**config.mk**
```make
export PLATFORM = sky130hd
export DESIGN_NAME = fir_filter_circular_buffer_core
export DESIGN_NICKNAME = d
export VERILOG_FILES = /design/src/hw/rtl/fir_pkg.sv /design/src/hw/rtl/fir_filter_circular_buffer_core.sv
export SDC_FILE = /design/constraint.sdc
export NUM_CORES = 2
export LEC_CHECK = 0
export BUFFER_PORTS_ARGS = -buffer_cell sky130_fd_sc_hd__buf_4
export CORE_MARGIN = 2
export CORE_UTILIZATION = 30
export DETAILED_ROUTE_END_ITERATION = 16
export GPL_TIMING_DRIVEN = 0
export PLACE_DENSITY_LB_ADDON = 0.1
export SYNTH_ARGS = -nofsm -noshare
export SYNTH_HDL_FRONTEND = slang
export SYNTH_SLANG_ARGS = --single-unit
```
**constraint.sdc**
```tcl
create_clock -name i_clk -period 8.1 [get_ports i_clk]
set_input_delay 0.81 -clock i_clk [delete_from_list [all_inputs] [get_ports i_clk]]
set_output_delay 0.81 -clock i_clk [all_outputs]
set_load 0.1 [all_outputs]
```
**src/hw/rtl/fir_pkg.sv**
```systemverilog
// Shared constants, types and control store for the FIR filter block.
package fir_pkg;

    localparam int TAPS   = 64;
    localparam int TAPS_W = (TAPS > 1) ? $clog2(TAPS) : 1;
    localparam int SMP_W  = 16;
    localparam int COEF_W = 16;
    localparam int IDX_W  = 6;
    localparam int PROD_W = SMP_W + COEF_W;
    localparam int ACC_W  = 40;
    localparam int FRAC_W = 15;

    // Sequencer step addresses
    typedef logic [2:0] t_step;
    localparam t_step S_WAIT = 3'd0;
    localparam t_step S_MAC  = 3'd1;
    localparam t_step S_DRN1 = 3'd2;
    localparam t_step S_DRN2 = 3'd3;
    localparam t_step S_FIN  = 3'd4;

    // Jump conditions: jump to nxt when true, else repeat the step
    typedef enum logic [1:0] {
        C_FILT_REQ = 2'd0,
        C_K_LAST   = 2'd1,
        C_ALWAYS   = 2'd2,
        C_OUT_FREE = 2'd3
    } t_cond;

    typedef struct packed {
        logic  take;  // open the request channel
        logic  rd;    // read one tap pair and advance the tap counter
        logic  fin;   // round, saturate and load the output register
        t_cond cond;
        t_step nxt;
    } t_uword;

    function automatic t_uword fir_ucode(input t_step s);
        t_uword w;
        case (s)
            S_WAIT:  w = '{take: 1'b1, rd: 1'b0, fin: 1'b0, cond: C_FILT_REQ, nxt: S_MAC};
            S_MAC:   w = '{take: 1'b0, rd: 1'b1, fin: 1'b0, cond: C_K_LAST,   nxt: S_DRN1};
            S_DRN1:  w = '{take: 1'b0, rd: 1'b0, fin: 1'b0, cond: C_ALWAYS,   nxt: S_DRN2};
            S_DRN2:  w = '{take: 1'b0, rd: 1'b0, fin: 1'b0, cond: C_ALWAYS,   nxt: S_FIN};
            S_FIN:   w = '{take: 1'b0, rd: 1'b0, fin: 1'b1, cond: C_OUT_FREE, nxt: S_WAIT};
            default: w = '{take: 1'b0, rd: 1'b0, fin: 1'b0, cond: C_ALWAYS,   nxt: S_WAIT};
        endcase
        return w;
    endfunction

endpackage

```
**src/hw/rtl/fir_filter_circular_buffer_core.sv**
```systemverilog
// Sample filter item: accepted in S_WAIT, then TAPS read/MAC steps, two drain steps and one
// output step (S_FIN) that stalls until the output register is free, before requests are taken
// again; the result goes to the output register and may wait there while a new one is taken.
// Coefficient write: no result. Rate is set by the single multiplier, one tap a cycle.
// Synchronous active-low reset clears the sequencer, write pointer, accumulator and the
// per-entry valid bits, so both stores read as zero at once.
module fir_filter_circular_buffer_core
    import fir_pkg::*;
(
    input  logic                     i_clk,
    input  logic                     i_rst_n,
    input  logic                     i_in_valid,
    output logic                     o_in_ready,
    input  logic                     i_func,
    input  logic signed [SMP_W-1:0]  i_sample_in,
    input  logic        [IDX_W-1:0]  i_coef_index,
    input  logic signed [COEF_W-1:0] i_coef_value,
    output logic                     o_out_valid,
    input  logic                     i_out_ready,
    output logic signed [SMP_W-1:0]  o_filtered_sample
);

    localparam logic signed [ACC_W-1:0] L_MAX = ACC_W'(2 ** (SMP_W - 1) - 1);
    localparam logic signed [ACC_W-1:0] L_MIN = ~L_MAX;
    localparam logic signed [ACC_W-1:0] L_RND = ACC_W'(2 ** FRAC_W - 1);
    localparam logic [TAPS_W-1:0]       L_LAST = TAPS_W'(TAPS - 1);

    t_step r_step, n_step;
    t_uword w_uw;

    logic [TAPS_W-1:0] r_wp, n_wp, w_wp_inc;
    logic [TAPS_W-1:0] r_k, n_k;
    logic [TAPS_W:0]   w_diff;
    logic [TAPS_W-1:0] w_smp_addr;

    logic signed [SMP_W-1:0]  r_smp_mem  [TAPS];
    logic signed [COEF_W-1:0] r_coef_mem [TAPS];
    logic [TAPS-1:0]          r_smp_vld;
    logic [TAPS-1:0]          r_coef_vld;

    logic signed [SMP_W-1:0]  r_smp_rd;
    logic signed [COEF_W-1:0] r_coef_rd;
    logic                     r_smp_rd_ok;
    logic                     r_coef_rd_ok;
    logic                     r_rd_v;
    logic                     r_prod_v;
    logic signed [PROD_W-1:0] r_prod;
    logic signed [ACC_W-1:0]  r_acc, n_acc;

    logic signed [SMP_W-1:0]  w_smp_op;
    logic signed [COEF_W-1:0] w_coef_op;
    logic signed [ACC_W-1:0]  w_acc_adj;
    logic signed [ACC_W-1:0]  w_quo;
    logic signed [SMP_W-1:0]  w_sat;

    logic r_out_valid;
    logic signed [SMP_W-1:0] r_out_data;

    logic w_in_acc, w_filt, w_cwr, w_out_free, w_cond_ok, w_out_load;

    assign w_uw       = fir_ucode(r_step);
    assign o_in_ready = w_uw.take;
    assign w_in_acc   = i_in_valid & o_in_ready;
    assign w_filt     = w_in_acc & ~i_func;
    assign w_cwr      = w_in_acc & i_func & (int'(i_coef_index) < TAPS);
    assign w_out_free = ~r_out_valid | i_out_ready;
    assign w_out_load = w_uw.fin & w_out_free;

    always_comb begin
        case (w_uw.cond)
            C_FILT_REQ: w_cond_ok = w_filt;
            C_K_LAST:   w_cond_ok = (r_k == L_LAST);
            C_ALWAYS:   w_cond_ok = 1'b1;
            C_OUT_FREE: w_cond_ok = w_out_free;
            default:    w_cond_ok = 1'b0;
        endcase
        n_step = w_cond_ok ? w_uw.nxt : r_step;
    end

    // Ring position of the sample k steps old
    assign w_wp_inc   = (r_wp == L_LAST) ? '0 : r_wp + 1'b1;
    assign w_diff     = {1'b0, r_wp} - {1'b0, r_k};
    assign w_smp_addr = w_diff[TAPS_W] ? TAPS_W'(w_diff + (TAPS_W + 1)'(TAPS))
                                       : w_diff[TAPS_W-1:0];

    always_comb begin
        n_wp = w_filt ? w_wp_inc : r_wp;
        if (w_filt) begin
            n_k = '0;
        end else if (w_uw.rd) begin
            n_k = (r_k == L_LAST) ? '0 : r_k + 1'b1;
        end else begin
            n_k = r_k;
        end
        if (w_filt) begin
            n_acc = '0;
        end else if (r_prod_v) begin
            n_acc = r_acc + ACC_W'(r_prod);
        end else begin
            n_acc = r_acc;
        end
    end

    // Unwritten entries read as zero
    assign w_smp_op  = r_smp_rd_ok  ? r_smp_rd  : '0;
    assign w_coef_op = r_coef_rd_ok ? r_coef_rd : '0;

    // Divide by 2^15 toward zero, then clamp
    assign w_acc_adj = r_acc + (r_acc[ACC_W-1] ? L_RND : '0);
    assign w_quo     = w_acc_adj >>> FRAC_W;
    always_comb begin
        if (w_quo > L_MAX) begin
            w_sat = SMP_W'(L_MAX);
        end else if (w_quo < L_MIN) begin
            w_sat = SMP_W'(L_MIN);
        end else begin
            w_sat = SMP_W'(w_quo);
        end
    end

    always_ff @(posedge i_clk) begin
        if (!i_rst_n) begin
            r_step      <= S_WAIT;
            r_wp        <= '0;
            r_k         <= '0;
            r_acc       <= '0;
            r_rd_v      <= 1'b0;
            r_prod_v    <= 1'b0;
            r_smp_vld   <= '0;
            r_coef_vld  <= '0;
            r_out_valid <= 1'b0;
        end else begin
            r_step   <= n_step;
            r_wp     <= n_wp;
            r_k      <= n_k;
            r_acc    <= n_acc;
            r_rd_v   <= w_uw.rd;
            r_prod_v <= r_rd_v;
            if (w_filt) begin
                r_smp_vld[w_wp_inc] <= 1'b1;
            end
            if (w_cwr) begin
                r_coef_vld[TAPS_W'(i_coef_index)] <= 1'b1;
            end
            if (w_out_load) begin
                r_out_valid <= 1'b1;
            end else if (i_out_ready) begin
                r_out_valid <= 1'b0;
            end
        end
    end

    // Stores and datapath registers
    always_ff @(posedge i_clk) begin
        if (w_filt) begin
            r_smp_mem[w_wp_inc] <= i_sample_in;
        end
        if (w_cwr) begin
            r_coef_mem[TAPS_W'(i_coef_index)] <= i_coef_value;
        end
        if (w_uw.rd) begin
            r_smp_rd     <= r_smp_mem[w_smp_addr];
            r_coef_rd    <= r_coef_mem[r_k];
            r_smp_rd_ok  <= r_smp_vld[w_smp_addr];
            r_coef_rd_ok <= r_coef_vld[r_k];
        end
        if (r_rd_v) begin
            r_prod <= w_smp_op * w_coef_op;
        end
        if (w_out_load) begin
            r_out_data <= w_sat;
        end
    end

    assign o_out_valid       = r_out_valid;
    assign o_filtered_sample = r_out_data;

endmodule

```
## Word-level counts from Yosys, hierarchy flattened

Memory sizes are Yosys's and may differ from the RTL's. A register that Yosys moved wholly into a read port is not among the register bits.
Index checks and enable logic that the tools add are counted.

- Memories: 2
- Latch bits: 0
- Bits in writable memories: 2048
- Register bits: 236
- Output and inout port bits: 18
- Logic and storage cells: 78
- Bits in read-only memories: 0

Memory list:

| name | depth | bits a word | rd ports | clocked after memory_dff | write ports | line | text |
|---|---|---|---|---|---|---|---|
| r_coef_mem | 64 | 16 | 1 | 1 | 1 | fir_filter_circular_buffer_core.sv:37 | `logic signed [COEF_W-1:0] r_coef_mem [TAPS];` |
| r_smp_mem | 64 | 16 | 1 | 1 | 1 | fir_filter_circular_buffer_core.sv:36 | `logic signed [SMP_W-1:0] r_smp_mem [TAPS];` |

- Bitwise operators: 10
- Reduce and logical (&&, ||, !) cells: 6
- Muxes and demuxes: 23
- Magnitude comparators: 8
- Shift operators: 0
- Div/mod/pow operators: 0
- $add $sub $neg: 6
- Multiply operators: 1
- Eq/ne operators: 9

Operators with widths:

| operator | number |
|---|---|
| bitwise OR 64 bit | 2 |
| two-way mux 16 bit | 3 |
| adder 40 x 15 -> 40 bit | 1 |
| adder 40 x 32 -> 40 bit | 1 |
| one-hot mux 8 bit (5 select lines) | 1 |
| multiplier 16 x 16 -> 32 bit | 1 |
| < comparator 6 x 7 -> 1 bit (second input constant) | 4 |
| > comparator 25 x 16 -> 1 bit (second input constant) | 1 |
| < comparator 25 x 16 -> 1 bit (second input constant) | 1 |
| adder 6 x 1 -> 6 bit (second input constant) | 3 |
| two-way mux 6 bit | 3 |
| two-way mux 15 bit | 1 |
| binary-select mux 1 bit (select 6 bit) | 2 |
| demux 1 bit (select 6 bit) | 2 |
| equality test 6 bit (second input constant) | 2 |
| greater-or-equal comparator 6 x 1 -> 1 bit (second input constant) | 2 |
| two-way mux 1 bit | 10 |
| subtractor 6 x 6 -> 7 bit | 1 |
| equality test 3 x 2 -> 1 bit (second input constant) | 2 |
| AND 1 bit | 4 |
| equality test 2 bit (second input constant) | 2 |
| one-hot mux 1 bit (4 select lines) | 1 |
| equality test 3 x 1 -> 1 bit (second input constant) | 1 |
| equality test 3 bit (second input constant) | 1 |
| 8 further kinds | 11 |

## Longest topological paths before layout

- Word-level depth: 7
- Mapped depth: 26

## Worst setup path after synthesis

No wires, ideal clock.

- Kind: reg2reg
- From: reg r_smp_rd_ok
- To: reg r_prod[30] (data pin)
- Required time: 7.842 ns
- Setup slack: 1.472 ns
- Data arrival time: 6.370 ns
- Stages on the path, launching flop included: 25
- Cell sequence: edfxtp_1 -> clkbuf_1 -> buf_1 -> nand2_1 -> nor2_1 -> fa_1 -> inv_1 -> fa_1 -> fa_1 -> inv_1 -> fa_1 -> fa_1 -> inv_1 -> fa_1 -> inv_1 -> ha_1 -> a21o_1 -> a21oi_1 -> a21bo_2 -> a21o_1 -> a311oi_1 -> nor3_1 -> or3_1 -> a21oi_1 -> xnor2_1

- Cells in the longest elaborated chain, start to end: 2

Ends and longest elaborated chain:

| what | line | text |
|---|---|---|
| start: declaration | fir_filter_circular_buffer_core.sv:43 | `logic r_smp_rd_ok;` |
| start signal: assignment | fir_filter_circular_buffer_core.sv:164 | `r_smp_rd_ok <= r_smp_vld[w_smp_addr];` |
| two-way mux 16 bit | fir_filter_circular_buffer_core.sv:105 | `assign w_smp_op = r_smp_rd_ok ? r_smp_rd : '0;` |
| multiplier 16 x 16 -> 32 bit | fir_filter_circular_buffer_core.sv:168 | `r_prod <= w_smp_op * w_coef_op;` |
| end signal: assignment | fir_filter_circular_buffer_core.sv:168 |  |
| end: declaration | fir_filter_circular_buffer_core.sv:47 | `logic signed [PROD_W-1:0] r_prod;` |

No other way between the ends.
A chain may end at the register's enable or synchronous reset.

## Worst setup path in the final report

- From: reg r_k[1]
- To: reg r_smp_rd[1], read port of r_smp_mem (data pin)

- Cells in the longest elaborated chain, start to end: 3

Ends and longest elaborated chain:

| what | line | text |
|---|---|---|
| start: declaration | fir_filter_circular_buffer_core.sv:32 | `logic [TAPS_W-1:0] r_k, n_k;` |
| start signal: assignment | fir_filter_circular_buffer_core.sv:135 | `r_k <= n_k;` |
| subtractor 6 x 6 -> 7 bit (*) | fir_filter_circular_buffer_core.sv:82 | `assign w_diff = {1'b0, r_wp} - {1'b0, r_k};` |
| adder 6 x 1 -> 6 bit | fir_filter_circular_buffer_core.sv:83 | `assign w_smp_addr = w_diff[TAPS_W] ? TAPS_W'(w_diff + (TAPS_W + 1)'(TAPS))` |
| two-way mux 6 bit (*) | fir_filter_circular_buffer_core.sv:83 |  |
| end: declaration | fir_filter_circular_buffer_core.sv:41 | `logic signed [SMP_W-1:0] r_smp_rd;` |

Mark *: on every way between the ends. The rest lies on a longest branch, timed or not.

==> impl_metrics.toml <==
[route]
dr.pass1.iters = 7
totalWireLength_um = 288000
wl_per_cell_um = 27.8
num_vias = 50900
drcViolationCount = 0
detail-route-antenna-nets = 0
drtIter0Drc = 4262
viasPerCell = 4.92

[placement]
dp_cells = 9866
place.gp.congestion = 0.834
placed_area_um2 = 109000
buffer_ports.inserted = 54
dp_hpwl_um = 199000

[timing]
relSlewSlack_pct = 10.8
tightestPinTransition_ns = 1.33
max_freq_mhz = 126
period_needed_ns = 7.91
maxSlewViolCount = 0
rsz0062_at_grt = "yes"
period_share_pct = 97.7
setup_viol_count_final = 0
worst_clock_skew_ns = 0.0371
hold_violations = 0

[power_and_ir_drop]
leakagePower_uw = 0.0384
vdd_ir_drop_max_v = 0.000156
p_total_uw = 29300
p_per_area_nw_per_um2 = 250

[logic_synthesis]
synth.distinct_cells = 75
synthTopCellsByCount = "edfxtp_1, mux4_2, nor2_1, inv_1, fa_1"
yosysTopAreaCell = "edfxtp_1"
netlist_instances = 5296
yosysMostFrequentCell = "edfxtp_1"
synth_edf_count = 2130
synth_top_area_share_pct = 64.0
syn_avg_cell_area_um2 = 18.9
ys.flop_type = "edfxtp_1"
async_flop_share_pct = 0
synth_seq_cells = 2316
yosysWarningCount = 0
synth_area_um2 = 100000
yosysSeqAreaShare_pct = 67.7
synth_area_leaders = "edfxtp_1, mux4_2, fa_1"
syn-num-nets = 5745

[layout]
stdcell_area_um2 = 117000
final_nets = 6201
syn_to_final_growth_pct = 17.4
drive_above_1_share_pct = 24.3
fin_cells = 10400

[clock_network]
cts_buffers = 272
clk-insertion-delay-late_ns = 0.88
cts_setup_buffers = 0
cts.sinks = 2316
root_buffer = "clkbuf_16"
cts_hold_buffers = 0
cts_tree = "built"
clock_path_buffers = 4
htreeDepth = 5
path_clk_slew_ns = 0.06

[run]
cap_viol_max_count = 0

[critical_path]
worstSetupPathType = "reg2reg"
endpoint_kind = "register"
r2r-start = "r_k[1]"
cp_data_arrival_time_ns = 8.41
crit_path_start_kind = "register"
rrSetupSlack_ns = 0.19
worstPathRequired_ns = 8.59
worstPathMaxFanout = 10
crit_start = "r_k[1]"

[global_routing]
grt_start_max_net_pins = 65
track_usage_pct = 17.0
grt_pass1_wl_um = 411000
grt_overflow = 0
antenna_found_initial = 20
grt_pass1_vias = 53900

[die]
pin_count = 61
core_um2 = 333000
initial_core_util_pct = 30.1
rows = 212
die_area_um2 = 338000
dieWidth_um = 581
die_h_um = 581

[outcome]
status = "completed"

[hold_path]
min_path_type = "in2reg"
min_from = "i_out_ready"
[placed cells by master, fill, tap and decap left out, types with 22 or more instances in the layout]
cell type,count
nor2_2,128
buf_1,64
clkbuf_1,215
nor2_1,211
fa_1,264
ha_1,142
and2_1,35
a21o_1,32
edfxtp_1,2130
dfxtp_1,185
clkbuf_16,282
xor2_1,31
nor3_1,22
a21oi_1,91
clkinv_2,43
buf_4,56
xnor2_1,60
nor2b_1,26
clkinv_1,52
o21a_1,139
buf_16,37
mux4_2,697
o21ai_0,55
buf_8,92
nand3_1,44
nand2_1,202
inv_1,315
mux2i_1,44
[worst max-delay path, cell delays in order, from the launching register on]
cell      delay (ns)
dfxtp_1         0.33
clkbuf_1        0.38
clkbuf_2        0.60
buf_1           0.76
inv_1           0.37
fa_1            0.68
clkbuf_1        0.61
buf_1           0.77
clkbuf_1        0.76
mux4_2          0.41
mux4_2          0.54
a211oi_1        0.98
a21oi_1         0.31
[cell families after synthesis]
logic type	synth area share, %
flip-flops	67.7
AND/OR/NAND/NOR	3.37
multiplexers	16.2
buffers and inverters	2.17
AO/OA/AOI/OAI	2.74
adder cells (fa/ha/maj)	7.06
XOR/XNOR	0.797
[state kept, by name, indices dropped and copies added, names as in the netlist]
signal,cells
r_coef_vld,64
r_smp_vld,64
r_k,6
r_coef_rd,16
o_filtered_sample,16
o_out_valid,1
r_smp_rd,16
r_smp_rd_ok,1
r_wp,6
r_prod_v,1
r_coef_rd_ok,1
r_rd_v,1
r_smp_mem,1024
r_coef_mem,1024
r_step,3
r_prod,32
r_acc,40
[report_power, final]
part / total [uW] / switching [uW] / internal [uW]
Clock: 12000 / 4960 / 7050
Sequential: 13300 / 42.3 / 13200
Combinational: 4030 / 2430 / 1600
Total: 29300 / 7430 / 21900
[final timing paths]
kind	to	cells past startpoint
setup reg to reg	r_smp_rd[1]	12
hold / removal	o_out_valid	3
setup / recovery	r_smp_rd[1]	12
hold reg to reg	r_smp_vld[3]	1
[through the flow]
| step | hold slack, ns | TNS [ns] | utilization (%) | worst slack (ns) |
|---|---|---|---|---|
| 3_3_place_gp | 0.441 | -6.86 | 31.8 | -0.557 |
| 5_1_grt | 0.326 | -0.0343 | 35.3 | -0.0343 |
| 2_1_floorplan | 0.435 | 0 | - | 1.47 |
| 6_report | 0.374 | 0 | 35.3 | 0.186 |
| 4_1_cts | 0.299 | 0 | 35.3 | 0.0141 |
| 3_5_place_dp | 0.450 | -6.31 | 32.7 | -0.565 |
[metal layers]
layer | up-vias | wire length (um) | global-route usage (%)
met1 | 27700 | 129000 | 23.6
met2 | 1137 | 140000 | 28.2
met3 | 325 | 13200 | 2.48
met5 | - | 47 | 0
li1 | 21800 | - | -
met4 | 8 | 5470 | 3.41
[cell type report]
cell class	count	area [um2]
Antenna cell	8	20.0
Buffer	251	980
Clock buffer	347	7430
Clock inverter	138	1270
Fill cell	31300	215000
Inverter	318	1190
Multi-Input combinational cell	2408	30500
Sequential cell	2316	67700
Tap cell	4387	5490
Timing Repair Buffer	185	2840
[what timing repair did]
| action | in CTS | in global routing |
|---|---|---|
| hold endpoints to repair | 0 | 0 |
| endpoints found under the setup margin | 16 | 4 |
| resized for setup | 6 | 11 |
| pin swaps | 0 | 0 |
(Power assumes the default switching activity.)
